==> config.mk <==
export PLATFORM = sky130hd
export DESIGN_NAME = exact_and_masked_message_classifier_top
export DESIGN_NICKNAME = d
export VERILOG_FILES = /design/src/rtl/emc_pkg.sv /design/src/rtl/emc_ram.sv /design/src/rtl/emc_exact_tbl.sv /design/src/rtl/emc_masked_tbl.sv /design/src/rtl/exact_and_masked_message_classifier_top.sv
export SDC_FILE = /design/constraint.sdc
export NUM_CORES = 2
export LEC_CHECK = 0
export BUFFER_PORTS_ARGS = -buffer_cell sky130_fd_sc_hd__buf_2
export CAP_MARGIN = 20
export CORE_UTILIZATION = 55
export CTS_BUF_LIST = sky130_fd_sc_hd__clkbuf_8 sky130_fd_sc_hd__clkbuf_16
export DETAILED_ROUTE_END_ITERATION = 12
export PLACE_DENSITY_LB_ADDON = 0.25
export SLEW_MARGIN = 20
export SYNTH_ARGS = -nofsm -noshare
export SYNTH_HDL_FRONTEND = slang
export SYNTH_SLANG_ARGS = --single-unit
==> constraint.sdc <==
create_clock -name clk -period 8.8 [get_ports clk]
set_input_delay 1.32 -clock clk [delete_from_list [all_inputs] [get_ports clk]]
set_output_delay 1.32 -clock clk [all_outputs]
set_load 0.01 [all_outputs]
==> src/rtl/emc_pkg.sv <==
// Shared codes, widths, and write-command and result structs of the message classifier.
`default_nettype none

package emc_pkg;

	localparam int OP_W   = 2;
	localparam int KEY_W  = 32;
	localparam int HID_W  = 8;
	localparam int STAT_W = 2;

	localparam logic [OP_W-1:0] OP_LOOKUP     = 2'd0;
	localparam logic [OP_W-1:0] OP_REGISTER   = 2'd1;
	localparam logic [OP_W-1:0] OP_DEREGISTER = 2'd2;

	localparam logic [STAT_W-1:0] STAT_OK      = 2'd0;
	localparam logic [STAT_W-1:0] STAT_EXISTS  = 2'd1;
	localparam logic [STAT_W-1:0] STAT_FULL    = 2'd2;
	localparam logic [STAT_W-1:0] STAT_NOMATCH = 2'd3;

	localparam logic [KEY_W-1:0] FULL_MASK = 32'hFFFF_FFFF;

	// table write command: en with set stores an entry, en without set frees it
	typedef struct packed {
		logic en;
		logic set;
	} wr_cmd_t;

	typedef struct packed {
		logic hit;
		logic free;
	} ex_res_t;

	typedef struct packed {
		logic best;
		logic exists;
		logic del_hit;
		logic free;
	} mk_res_t;

endpackage

`default_nettype wire

==> src/rtl/emc_ram.sv <==
// Generic single-write, single-read RAM with registered read data.
`default_nettype none

module emc_ram #(
	parameter int WIDTH = 8,
	parameter int DEPTH = 16,
	localparam int AW = (DEPTH > 1) ? $clog2(DEPTH) : 1
) (
	input  wire logic             clk,
	input  wire logic             we,
	input  wire logic [AW-1:0]    waddr,
	input  wire logic [WIDTH-1:0] wdata,
	input  wire logic             re,
	input  wire logic [AW-1:0]    raddr,
	output logic      [WIDTH-1:0] rdata
);

	logic [WIDTH-1:0] mem [DEPTH];

	always_ff @(posedge clk) begin
		if (we) begin
			mem[waddr] <= wdata;
		end
		if (re) begin
			rdata <= mem[raddr];
		end
	end

endmodule

`default_nettype wire

==> src/rtl/emc_exact_tbl.sv <==
// Exact table: entry RAM, valid bits and a one-entry-per-cycle scan.
`default_nettype none

module emc_exact_tbl import emc_pkg::*; #(
	parameter int ENTRIES = 32,
	parameter int HB = 8,
	localparam int AW = (ENTRIES > 1) ? $clog2(ENTRIES) : 1
) (
	input  wire logic             clk,
	input  wire logic             arst_n,
	input  wire logic             start,
	input  wire logic [KEY_W-1:0] key,
	input  wire logic [HB-1:0]    handler,
	input  wire wr_cmd_t          wr,
	input  wire logic [AW-1:0]    wr_idx,
	output logic                  busy,
	output ex_res_t               res,
	output logic      [AW-1:0]    hit_idx,
	output logic      [HB-1:0]    hit_handler,
	output logic      [AW-1:0]    free_idx
);

	localparam int DW = KEY_W + HB;

	logic [ENTRIES-1:0] valid_q;
	logic               iss_q;
	logic [AW-1:0]      addr_q;
	logic               rd_s1;
	logic [AW-1:0]      idx_s1;
	logic               vld_s1;
	logic [DW-1:0]      rdata;
	logic [KEY_W-1:0]   rd_type;
	logic [HB-1:0]      rd_hdl;
	logic               hit_q;
	logic               free_q;

	emc_ram #(.WIDTH(DW), .DEPTH(ENTRIES)) u_ram (
		.clk   (clk),
		.we    (wr.en && wr.set),
		.waddr (wr_idx),
		.wdata ({handler, key}),
		.re    (iss_q),
		.raddr (addr_q),
		.rdata (rdata)
	);

	assign rd_type = rdata[KEY_W-1:0];
	assign rd_hdl  = rdata[KEY_W +: HB];
	assign busy    = iss_q || rd_s1;
	assign res     = '{hit: hit_q, free: free_q};

	// issue stage: walk the addresses, sample the valid bit alongside
	always_ff @(posedge clk or negedge arst_n) begin
		if (!arst_n) begin
			iss_q  <= 1'b0;
			addr_q <= '0;
			rd_s1  <= 1'b0;
		end else begin
			rd_s1 <= iss_q;
			if (start) begin
				iss_q  <= 1'b1;
				addr_q <= '0;
			end else if (iss_q) begin
				if (addr_q == AW'(ENTRIES - 1)) begin
					iss_q <= 1'b0;
				end else begin
					addr_q <= addr_q + 1'b1;
				end
			end
		end
	end

	always_ff @(posedge clk) begin
		idx_s1 <= addr_q;
		vld_s1 <= valid_q[addr_q];
	end

	// compare stage: keep the first hit and the lowest free slot
	always_ff @(posedge clk or negedge arst_n) begin
		if (!arst_n) begin
			hit_q  <= 1'b0;
			free_q <= 1'b0;
		end else if (start) begin
			hit_q  <= 1'b0;
			free_q <= 1'b0;
		end else if (rd_s1) begin
			if (vld_s1 && rd_type == key && !hit_q) begin
				hit_q <= 1'b1;
			end
			if (!vld_s1 && !free_q) begin
				free_q <= 1'b1;
			end
		end
	end

	always_ff @(posedge clk) begin
		if (rd_s1 && vld_s1 && rd_type == key && !hit_q) begin
			hit_idx     <= idx_s1;
			hit_handler <= rd_hdl;
		end
		if (rd_s1 && !vld_s1 && !free_q) begin
			free_idx <= idx_s1;
		end
	end

	always_ff @(posedge clk or negedge arst_n) begin
		if (!arst_n) begin
			valid_q <= '0;
		end else if (wr.en) begin
			valid_q[wr_idx] <= wr.set;
		end
	end

endmodule

`default_nettype wire

==> src/rtl/emc_masked_tbl.sv <==
// Masked table: pattern/mask RAM, valid bits and a scan for best match, duplicate, deregister match and free slot.
`default_nettype none

module emc_masked_tbl import emc_pkg::*; #(
	parameter int ENTRIES = 16,
	parameter int HB = 8,
	localparam int AW = (ENTRIES > 1) ? $clog2(ENTRIES) : 1
) (
	input  wire logic             clk,
	input  wire logic             arst_n,
	input  wire logic             start,
	input  wire logic [KEY_W-1:0] key,
	input  wire logic [KEY_W-1:0] mask,
	input  wire logic [HB-1:0]    handler,
	input  wire wr_cmd_t          wr,
	input  wire logic [AW-1:0]    wr_idx,
	output logic                  busy,
	output mk_res_t               res,
	output logic      [HB-1:0]    best_handler,
	output logic      [AW-1:0]    del_idx,
	output logic      [AW-1:0]    free_idx
);

	localparam int DW = 2 * KEY_W + HB;

	logic [ENTRIES-1:0] valid_q;
	logic               iss_q;
	logic [AW-1:0]      addr_q;
	logic               rd_s1;
	logic [AW-1:0]      idx_s1;
	logic               vld_s1;
	logic [DW-1:0]      rdata;
	logic [KEY_W-1:0]   rd_pat;
	logic [KEY_W-1:0]   rd_mask;
	logic [HB-1:0]      rd_hdl;
	logic               best_q;
	logic [KEY_W-1:0]   best_mask_q;
	logic [KEY_W-1:0]   best_pat_q;
	logic               exists_q;
	logic               del_q;
	logic               free_q;
	logic               match;
	logic               better;
	logic               take_best;
	logic               take_del;
	logic               take_free;

	emc_ram #(.WIDTH(DW), .DEPTH(ENTRIES)) u_ram (
		.clk   (clk),
		.we    (wr.en && wr.set),
		.waddr (wr_idx),
		.wdata ({handler, mask, key}),
		.re    (iss_q),
		.raddr (addr_q),
		.rdata (rdata)
	);

	assign rd_pat  = rdata[KEY_W-1:0];
	assign rd_mask = rdata[KEY_W +: KEY_W];
	assign rd_hdl  = rdata[2*KEY_W +: HB];
	assign busy    = iss_q || rd_s1;
	assign res     = '{best: best_q, exists: exists_q, del_hit: del_q, free: free_q};

	// greater mask wins, then greater stored type
	assign match  = vld_s1 && ((key & rd_mask) == rd_pat);
	assign better = !best_q || (rd_mask > best_mask_q) ||
	                ((rd_mask == best_mask_q) && (rd_pat > best_pat_q));
	assign take_best = rd_s1 && match && better;
	assign take_del  = rd_s1 && vld_s1 && (rd_pat == (key & mask)) && !del_q;
	assign take_free = rd_s1 && !vld_s1 && !free_q;

	always_ff @(posedge clk or negedge arst_n) begin
		if (!arst_n) begin
			iss_q  <= 1'b0;
			addr_q <= '0;
			rd_s1  <= 1'b0;
		end else begin
			rd_s1 <= iss_q;
			if (start) begin
				iss_q  <= 1'b1;
				addr_q <= '0;
			end else if (iss_q) begin
				if (addr_q == AW'(ENTRIES - 1)) begin
					iss_q <= 1'b0;
				end else begin
					addr_q <= addr_q + 1'b1;
				end
			end
		end
	end

	always_ff @(posedge clk) begin
		idx_s1 <= addr_q;
		vld_s1 <= valid_q[addr_q];
	end

	always_ff @(posedge clk or negedge arst_n) begin
		if (!arst_n) begin
			best_q   <= 1'b0;
			exists_q <= 1'b0;
			del_q    <= 1'b0;
			free_q   <= 1'b0;
		end else if (start) begin
			best_q   <= 1'b0;
			exists_q <= 1'b0;
			del_q    <= 1'b0;
			free_q   <= 1'b0;
		end else if (rd_s1) begin
			if (take_best) begin
				best_q <= 1'b1;
			end
			if (vld_s1 && rd_pat == key) begin
				exists_q <= 1'b1;
			end
			if (take_del) begin
				del_q <= 1'b1;
			end
			if (take_free) begin
				free_q <= 1'b1;
			end
		end
	end

	always_ff @(posedge clk) begin
		if (take_best) begin
			best_mask_q  <= rd_mask;
			best_pat_q   <= rd_pat;
			best_handler <= rd_hdl;
		end
		if (take_del) begin
			del_idx <= idx_s1;
		end
		if (take_free) begin
			free_idx <= idx_s1;
		end
	end

	always_ff @(posedge clk or negedge arst_n) begin
		if (!arst_n) begin
			valid_q <= '0;
		end else if (wr.en) begin
			valid_q[wr_idx] <= wr.set;
		end
	end

endmodule

`default_nettype wire

==> src/rtl/exact_and_masked_message_classifier_top.sv <==
// Top level: item capture, scan sequencing, result decision and output register.
// Both tables are scanned side by side, one entry a cycle, for each accepted item. A new item
// is accepted only in idle, after the previous decision has gone into the output register.
// Reset: arst_n clears all valid bits, the sequencer and the output valid at once; no sweep.
`default_nettype none

module exact_and_masked_message_classifier_top import emc_pkg::*; #(
	parameter int EXACT_ENTRIES  = 32,
	parameter int MASKED_ENTRIES = 16,
	parameter int HANDLER_BITS   = 8
) (
	input  wire logic        clk,
	input  wire logic        arst_n,
	input  wire logic        s_tvalid,
	output logic             s_tready,
	// opcode[1:0], key_value[33:2], match_mask[65:34], handler_id[73:66], zero pad
	input  wire logic [79:0] s_tdata,
	output logic             m_tvalid,
	input  wire logic        m_tready,
	// status[1:0], found_handler[9:2], hit_was_exact[10], zero pad
	output logic      [15:0] m_tdata
);

	localparam int EAW = (EXACT_ENTRIES > 1) ? $clog2(EXACT_ENTRIES) : 1;
	localparam int MAW = (MASKED_ENTRIES > 1) ? $clog2(MASKED_ENTRIES) : 1;
	// bits of handler_id that survive into the tables
	localparam int HC  = (HANDLER_BITS < HID_W) ? HANDLER_BITS : HID_W;

	localparam logic [1:0] ST_IDLE   = 2'd0;
	localparam logic [1:0] ST_SCAN   = 2'd1;
	localparam logic [1:0] ST_DECIDE = 2'd2;

	logic [1:0]              state_q;
	logic [OP_W-1:0]         op_q;
	logic [KEY_W-1:0]        key_q;
	logic [KEY_W-1:0]        mask_q;
	logic [HID_W-1:0]        hid_q;
	logic [HANDLER_BITS-1:0] hcut;
	logic                    accept;
	logic                    dec_go;
	logic                    is_full;

	logic                    ex_busy;
	ex_res_t                 ex_res;
	logic [EAW-1:0]          ex_hit_idx;
	logic [HANDLER_BITS-1:0] ex_hit_hdl;
	logic [EAW-1:0]          ex_free_idx;
	wr_cmd_t                 ex_wr;
	logic [EAW-1:0]          ex_wr_idx;

	logic                    mk_busy;
	mk_res_t                 mk_res;
	logic [HANDLER_BITS-1:0] mk_best_hdl;
	logic [MAW-1:0]          mk_del_idx;
	logic [MAW-1:0]          mk_free_idx;
	wr_cmd_t                 mk_wr;
	logic [MAW-1:0]          mk_wr_idx;

	logic [STAT_W-1:0]       dec_status;
	logic [HID_W-1:0]        dec_hdl;
	logic                    dec_exact;

	logic                    out_vld_q;
	logic [STAT_W-1:0]       status_q;
	logic [HID_W-1:0]        found_q;
	logic                    exact_q;

	assign s_tready = (state_q == ST_IDLE);
	assign accept   = s_tvalid && s_tready;
	// a decision leaves only when the output register is free or draining
	assign dec_go   = (state_q == ST_DECIDE) && (!out_vld_q || m_tready);
	assign is_full  = (mask_q == FULL_MASK);
	assign hcut     = HANDLER_BITS'(hid_q[HC-1:0]);

	// hold the item for the whole scan
	always_ff @(posedge clk) begin
		if (accept) begin
			op_q   <= s_tdata[1:0];
			key_q  <= s_tdata[33:2];
			mask_q <= s_tdata[65:34];
			hid_q  <= s_tdata[73:66];
		end
	end

	emc_exact_tbl #(.ENTRIES(EXACT_ENTRIES), .HB(HANDLER_BITS)) u_exact (
		.clk         (clk),
		.arst_n      (arst_n),
		.start       (accept),
		.key         (key_q),
		.handler     (hcut),
		.wr          (ex_wr),
		.wr_idx      (ex_wr_idx),
		.busy        (ex_busy),
		.res         (ex_res),
		.hit_idx     (ex_hit_idx),
		.hit_handler (ex_hit_hdl),
		.free_idx    (ex_free_idx)
	);

	emc_masked_tbl #(.ENTRIES(MASKED_ENTRIES), .HB(HANDLER_BITS)) u_masked (
		.clk          (clk),
		.arst_n       (arst_n),
		.start        (accept),
		.key          (key_q),
		.mask         (mask_q),
		.handler      (hcut),
		.wr           (mk_wr),
		.wr_idx       (mk_wr_idx),
		.busy         (mk_busy),
		.res          (mk_res),
		.best_handler (mk_best_hdl),
		.del_idx      (mk_del_idx),
		.free_idx     (mk_free_idx)
	);

	// Both units compare once start has passed iss_q and rd_s1, with key_q already stable;
	// key_q then holds until the next item is accepted, past the write-back.

	// Decision: exact hit first, then best masked match; register and deregister
	// write back into the table that the mask selects.
	always_comb begin
		dec_status = STAT_NOMATCH;
		dec_hdl    = '0;
		dec_exact  = 1'b0;
		ex_wr      = '{en: 1'b0, set: 1'b0};
		mk_wr      = '{en: 1'b0, set: 1'b0};
		ex_wr_idx  = ex_hit_idx;
		mk_wr_idx  = mk_del_idx;
		case (op_q)
			OP_LOOKUP: begin
				if (ex_res.hit) begin
					dec_status = STAT_OK;
					dec_hdl    = HID_W'(ex_hit_hdl);
					dec_exact  = 1'b1;
				end else if (mk_res.best) begin
					dec_status = STAT_OK;
					dec_hdl    = HID_W'(mk_best_hdl);
				end
			end
			OP_REGISTER: begin
				if (is_full) begin
					if (ex_res.hit) begin
						dec_status = STAT_EXISTS;
					end else if (ex_res.free) begin
						dec_status = STAT_OK;
						ex_wr      = '{en: dec_go, set: 1'b1};
						ex_wr_idx  = ex_free_idx;
					end else begin
						dec_status = STAT_FULL;
					end
				end else begin
					if (mk_res.exists) begin
						dec_status = STAT_EXISTS;
					end else if (mk_res.free) begin
						dec_status = STAT_OK;
						mk_wr      = '{en: dec_go, set: 1'b1};
						mk_wr_idx  = mk_free_idx;
					end else begin
						dec_status = STAT_FULL;
					end
				end
			end
			OP_DEREGISTER: begin
				dec_status = STAT_OK;
				if (is_full && ex_res.hit) begin
					ex_wr = '{en: dec_go, set: 1'b0};
				end else if (!is_full && mk_res.del_hit) begin
					mk_wr = '{en: dec_go, set: 1'b0};
				end
			end
			default: begin
				dec_status = STAT_NOMATCH;
			end
		endcase
	end

	// sequencer: idle -> scan both tables -> decide and write back
	always_ff @(posedge clk or negedge arst_n) begin
		if (!arst_n) begin
			state_q <= ST_IDLE;
		end else begin
			case (state_q)
				ST_IDLE: begin
					if (accept) begin
						state_q <= ST_SCAN;
					end
				end
				ST_SCAN: begin
					if (!ex_busy && !mk_busy) begin
						state_q <= ST_DECIDE;
					end
				end
				ST_DECIDE: begin
					if (dec_go) begin
						state_q <= ST_IDLE;
					end
				end
				default: begin
					state_q <= ST_IDLE;
				end
			endcase
		end
	end

	// output register: load on decision, drop once taken
	always_ff @(posedge clk or negedge arst_n) begin
		if (!arst_n) begin
			out_vld_q <= 1'b0;
		end else if (dec_go) begin
			out_vld_q <= 1'b1;
		end else if (m_tready) begin
			out_vld_q <= 1'b0;
		end
	end

	always_ff @(posedge clk) begin
		if (dec_go) begin
			status_q <= dec_status;
			found_q  <= dec_hdl;
			exact_q  <= dec_exact;
		end
	end

	assign m_tvalid = out_vld_q;
	assign m_tdata  = {5'b0, exact_q, found_q, status_q};

	a_start_scans: assert property (@(posedge clk) disable iff (!arst_n)
		accept |=> (ex_busy && mk_busy))
		else $error("scan did not start after an accepted item");

	a_decide_idle: assert property (@(posedge clk) disable iff (!arst_n)
		dec_go |-> (!ex_busy && !mk_busy))
		else $error("decision taken while a table scan is running");

	a_one_table_write: assert property (@(posedge clk) disable iff (!arst_n)
		!(ex_wr.en && mk_wr.en))
		else $error("both tables written for one item");

	a_result_from_decide: assert property (@(posedge clk) disable iff (!arst_n)
		$rose(m_tvalid) |-> $past(state_q == ST_DECIDE))
		else $error("result raised without a decision");

endmodule

`default_nettype wire

# Word level (Yosys, flattened, before mapping)
# Memories as Yosys holds them, arrays and structs flattened. A register that Yosys moved wholly into a read port is not among the register bits.
# Index checks and enable logic that the tools add are counted.
word_totals:
  input_bits: 84
  memories: 2
  word_cells: 211
  output_inout_bits: 18
  regBits: 264
  mem_bits_rw: 2432
mem_list:
  columns: ["memory", "words", "width", "rd", "rd_ports_with_merged_regs", "wr", "line", "source"]
  rows:
  - ["u_exact.u_ram.mem", 32, 40, 1, 1, 1, "emc_ram.sv:18", "logic [WIDTH-1:0] mem [DEPTH];"]
  - ["u_masked.u_ram.mem", 16, 72, 1, 1, 1, "emc_ram.sv:18", null]
classes:
  n_bitwise: 2
  add_sub_neg: 2
  eq_ne: 17
  n_mux: 80
  magnitude_cmp: 8
  reduce_logical: 65
ops:
  columns: ["cell", "n"]
  rows:
  - ["32-bit == test", 5]
  - ["32-bit bitwise AND", 2]
  - ["32-bit > comparator", 2]
  - ["2-bit two-way mux", 19]
  - ["1-bit two-way mux", 35]
  - ["5-bit two-way mux", 7]
  - ["32-bit bitwise mux", 1]
  - ["32-bit == test, second input constant", 1]
  - ["4-bit two-way mux", 7]
  - ["1-bit logical AND", 27]
  - ["2-bit nonzero test", 11]
  - ["16-bit bitwise mux", 1]
  - ["8-bit two-way mux", 2]
  - ["2-bit AND reduction", 8]
  - ["5-bit by 6-bit less-than comparator with 1-bit output, second input constant", 2]
  - ["2-bit one-hot mux with 3 select lines", 2]
  - ["1-bit zero test", 11]
  - ["4-bit by 5-bit less-than comparator with 1-bit output, second input constant", 2]
  - ["2-bit != test, second input constant", 4]
  - ["2-bit one-hot mux with 2 select lines", 2]
  - ["5-bit by 1-bit adder with 5-bit output, second input constant", 1]
  - ["1-bit binary-select mux with 5-bit select", 1]
  - ["1-bit demux with 5-bit select", 1]
  - ["5-bit == test, second input constant", 1]
  - ["12 further kinds", 19]

# Logic depth before layout (Yosys ltp)
logic_depth:
  word_depth: 10
  ltp_mapped: 11
  ltp_nobuf: 8

# Cells and area by module
# From an unflattened synthesis, not the netlist that was laid out.
hier_totals:
  hier_cells: 5718
  area_unflattened_um2: 109401.2
by_module_without_submodules:
  columns: ["mod", "seq_area_each_um2", "n_inst", "area_each_um2", "cells_per_inst"]
  rows:
  - ["emc_ram (u_exact.u_ram)", 39638.0, 1, 50965.1, 2813]
  - ["emc_ram (u_masked.u_ram)", 36755.3, 1, 45270.9, 1850]
  - ["emc_masked_tbl", 3153.0, 1, 6771.5, 632]
  - ["exact_and_masked_message_classifier_top", 2627.5, 1, 3265.6, 180]
  - ["emc_exact_tbl", 1686.6, 1, 3128.0, 243]

# Least setup slack after synthesis
# No wires, ideal clock.
synth_timing:
  path_kind: "register -> register"
  start: "reg key_q[6]"
  end: "reg u_masked.best_handler[0] (enable)"
  path_slack_ns: 0.673
  arrival_time_ns: 7.508
  required_time_ns: 8.182
  path_buffers: 0
  synth_period_minus_slack_ns: 8.127
  stages_incl_launch_ff: 7
  setup_time_ns: 0.618
  path_cell_list: "edfxtp_1 xor2_1 a22o_1 a221oi_1 nand4_1 or4_1 a221oi_1"
synth_between:
  elab_chain_len: 5
synth_rtl:
  columns: ["item", "line", "source"]
  rows:
  - ["start: declaration", "exact_and_masked_message_classifier_top.sv:35", "logic [KEY_W-1:0] key_q;"]
  - ["start signal: assignment", "exact_and_masked_message_classifier_top.sv:79", "key_q <= s_tdata[33:2];"]
  - ["32-bit bitwise AND", "emc_masked_tbl.sv:65", "assign match = vld_s1 && ((key & rd_mask) == rd_pat);"]
  - ["32-bit == test", "emc_masked_tbl.sv:65", null]
  - ["1-bit logical AND", "emc_masked_tbl.sv:65", null]
  - ["1-bit logical AND (2 in series)", "emc_masked_tbl.sv:68", "assign take_best = rd_s1 && match && better;"]
  - ["via u_masked.take_best", "emc_masked_tbl.sv:44", "logic take_best;"]
  - ["end signal: assignment", "emc_masked_tbl.sv:128", "best_handler <= rd_hdl;"]
  - ["end: declaration", "emc_masked_tbl.sv:19", "output logic [HB-1:0] best_handler,"]
# The timed path passes the listed nets, and every way through them passes these cells.
# A chain may end at the register's enable or synchronous reset.

# Worst setup path in the final report
layout_timing:
  start: "reg mask_q[14]"
  end: "mem u_exact.u_ram.mem[12][23] in the netlist's numbering (enable)"
layout_between:
  elab_chain_len: 7
  word_cells_on_any_way: 10
  classes_between: "1 x eq/ne; 7 x mux; 2 x reduce/logical"
layout_rtl:
  columns: ["item", "line", "source"]
  rows:
  - ["start: declaration", "exact_and_masked_message_classifier_top.sv:36", "logic [KEY_W-1:0] mask_q;"]
  - ["start signal: assignment", "exact_and_masked_message_classifier_top.sv:80", "mask_q <= s_tdata[65:34];"]
  - ["32-bit == test (*)", "exact_and_masked_message_classifier_top.sv:72", "assign is_full = (mask_q == FULL_MASK);"]
  - ["1-bit logical AND", "exact_and_masked_message_classifier_top.sv:165", "if (is_full && ex_res.hit) begin"]
  - ["2-bit two-way mux", "exact_and_masked_message_classifier_top.sv:165", null]
  - ["2-bit one-hot mux with 2 select lines", "exact_and_masked_message_classifier_top.sv:129", "case (op_q)"]
  - ["1-bit logical AND", "emc_exact_tbl.sv:39", ".we (wr.en && wr.set),"]
  - ["1-bit two-way mux", "emc_ram.sv:21", "if (we) begin"]
  - ["1-bit two-way mux (implied by the code)", "emc_ram.sv:22", "mem[waddr] <= wdata;"]
  - ["end: declaration", "emc_ram.sv:18", null]
# Mark *: on every way between the ends. The rest lies on a longest branch, timed or not.

==> impl_metrics.json <==
{
  "synthCells": 4636,
  "vdd_drop_max_mv": 0.276,
  "period_needed_ns": 5.56,
  "final_max_slew_viol_count": 0,
  "cts-resized-gates": 0,
  "io_buffers": 90,
  "totalPowerFinal_mw": 36.3,
  "yosysTopAreaCell": "edfxtp_1",
  "drt-initial-drc-count": 5594,
  "gp_congestion": 0.926,
  "status": "complete, no violations",
  "finalNonFillerCells": 7789,
  "vias": 49900,
  "setup_tns_ns": 0,
  "grtUsageTotal": 0.258,
  "fin_area_mm2": 0.122,
  "cp.arrival_ns": 6.10,
  "rsz0062_at_grt": "no",
  "via_per_inst": 6.41,
  "core-area_mm2": 0.195,
  "dpl-instance-area_mm2": 0.113,
  "max_freq_mhz": 180,
  "grt_pass1_vias": 50900,
  "clock-sinks": 2808,
  "grt_max_degree": 147,
  "p_leak_nw": 38.9,
  "routed_wirelength_um": 253000,
  "synth_cell_types": 64,
  "die_w_um": 445,
  "grt_first_pass_wirelength_um": 363000,
  "htreeDepth": 5,
  "dp.cells": 7302,
  "synth_common_cells": "edfxtp_1 (2727), mux4_2 (775), clkbuf_1 (116)",
  "antenna_found_initial": 8,
  "cts_setup_buffers": 0,
  "slew-limit-headroom": 0.170,
  "fp.dieH_um": 445,
  "ys_warn_count": 0,
  "first_pass_iters": 5,
  "p_per_area_mw_per_mm2": 299,
  "cp_max_fo": 21,
  "ant_nets": 0,
  "ys_ff_latch": 2808,
  "final_layout_size_suffix_gt1_frac": 0.297,
  "finalHoldViolCount": 0,
  "setup_viol": 0,
  "synth.cell_area_mm2": 0.108,
  "rrSetupSlack_ns": 3.24,
  "fin_util": 0.623,
  "worst-endpoint-required_ns": 9.34,
  "hpwlAfterDp_um": 138000,
  "ys_async_sr_fraction": 0.0249,
  "io_pins": 102,
  "numCtsBuffers": 294,
  "synth_flop_cell": "edfxtp_1",
  "cts-root-buf": "clkbuf_16",
  "synth_area_leaders": "edfxtp_1 (76%), mux4_2 (16%), dfrtp_1 (1.6%)",
  "final_nets": 5130,
  "worstSetupPathType": "reg -> reg",
  "nFillCells": 13000,
  "worst_pin_slew_ns": 1.23,
  "drc": 0,
  "syn_to_final_growth_pct": 12.5,
  "start_util": 0.554,
  "synth.avg_cell_area_um2": 23.3,
  "grt-ovfl-total": 0,
  "cts_tree": "built",
  "row_count": 162,
  "clk-insertion-delay-late_ns": 0.93,
  "path_clk_slew_ns": 0.06,
  "skew_ns": 0.0720,
  "die_area_mm2": 0.198,
  "start_kind": "register",
  "synth-seq-area-share": 0.776,
  "clockBufferDepth": 4,
  "period_share": 0.632,
  "hold_class": "reg -> reg",
  "synth.most_common_cell": "edfxtp_1",
  "postCtsHoldBufs": 0,
  "wl_per_cell_um": 32.5,
  "yosys.area.top_type_share": 0.758,
  "worstSetupEndpointType": "register",
  "synth-edff-count": 2727,
  "maxCapViolCount": 0
}
-- cell type report --
cell class / count / area [µm²] / area share
clock inverters: 182 / 1320 / 0.0109
flip-flops and latches: 2808 / 83900 / 0.690
inverters: 109 / 412 / 0.00339
clock buffers: 302 / 7560 / 0.0622
multi-input cells: 1519 / 23300 / 0.192
diodes: 2 / 5.00 / 0.0000412
repair buffers: 243 / 1720 / 0.0142
well taps: 2624 / 3280 / 0.0270
-- cells in the final DEF, fill, tap and decap left out, types with 59 or more instances in the layout --
master / count
edfxtp_1: 2727
inv_1: 171
clkbuf_16: 302
nand2_1: 102
ha_1: 71
mux2_2: 72
dfrtp_1: 59
mux4_2: 775
buf_4: 145
buf_2: 89
-- final timing paths --
path | start | to | cells past startpoint
hold / removal | u_exact.u_ram.rdata[38] | u_exact.hit_handler[6] | 0
setup reg to reg | mask_q[14] | u_exact.u_ram.mem[12][23] | 9
hold reg to reg | u_exact.u_ram.rdata[38] | u_exact.hit_handler[6] | 0
min in group asynchronous | arst_n | u_masked.valid_q[15] | 1
setup / recovery | mask_q[14] | u_exact.u_ram.mem[12][23] | 9
max in group asynchronous | arst_n | u_exact.addr_q[1] | 1
-- per-layer routing --
layer,track usage,wire length [µm]
met1,0.347,96900
met2,0.439,131000
met3,0.0383,16800
met4,0.0826,7850
met5,0,0
-- worst max-delay path, cell delays in order, from the launching register on --
cell,delay [ns]
edfxtp_1,0.85
nand4_1,0.30
nor4_4,0.52
buf_4,0.30
nand3_2,0.40
nor2_1,0.74
buf_4,0.34
nand2_1,0.29
nor2_4,0.83
buf_4,0.56
-- sequential cells by signal, indices dropped and copies added (netlist names), 5 cells and up --
register               flops
u_exact.addr_q             5
key_q                     32
u_masked.valid_q          16
u_masked.u_ram.mem      1152
u_exact.hit_idx            5
u_masked.best_handler      8
u_exact.hit_handler        8
u_exact.idx_s1             5
hcut                       8
u_exact.valid_q           32
u_masked.best_mask_q      32
found_q                    8
u_exact.free_idx           5
u_exact.u_ram.mem       1280
u_masked.u_ram.rdata      72
mask_q                    32
u_exact.u_ram.rdata       40
u_masked.best_pat_q       32
-- power breakdown --
part	switching, mW	total [mW]	internal, mW	leakage (nW)
Sequential	0.973	16.5	15.5	25.6
Combinational	3.98	8.16	4.18	8.69
Clock	4.87	11.6	6.75	4.60
Total	9.82	36.3	26.5	38.9
-- per-stage QoR --
step           hold WS [ns]  setup WS [ns]
3_5_place_dp          0.405           3.15
4_1_cts               0.423           3.11
3_3_place_gp          0.403           3.23
2_1_floorplan         0.345          0.673
5_1_grt               0.429           2.98
6_report              0.423           3.24
-- cells by family (layout without fill, tap and decap cells) --
family,count (synthesis),count (layout),share of synthesized area
compound gates,153,153,0.0103
xor+xnor,80,80,0.00648
fa+ha+maj,71,71,0.00822
buf+inv,313,836,0.0116
flops,2808,2808,0.776
mux,870,870,0.171
other cells,1,7,0.0000347
simple gates,340,340,0.0160
Note: power is estimated with default switching activity, not from simulation.
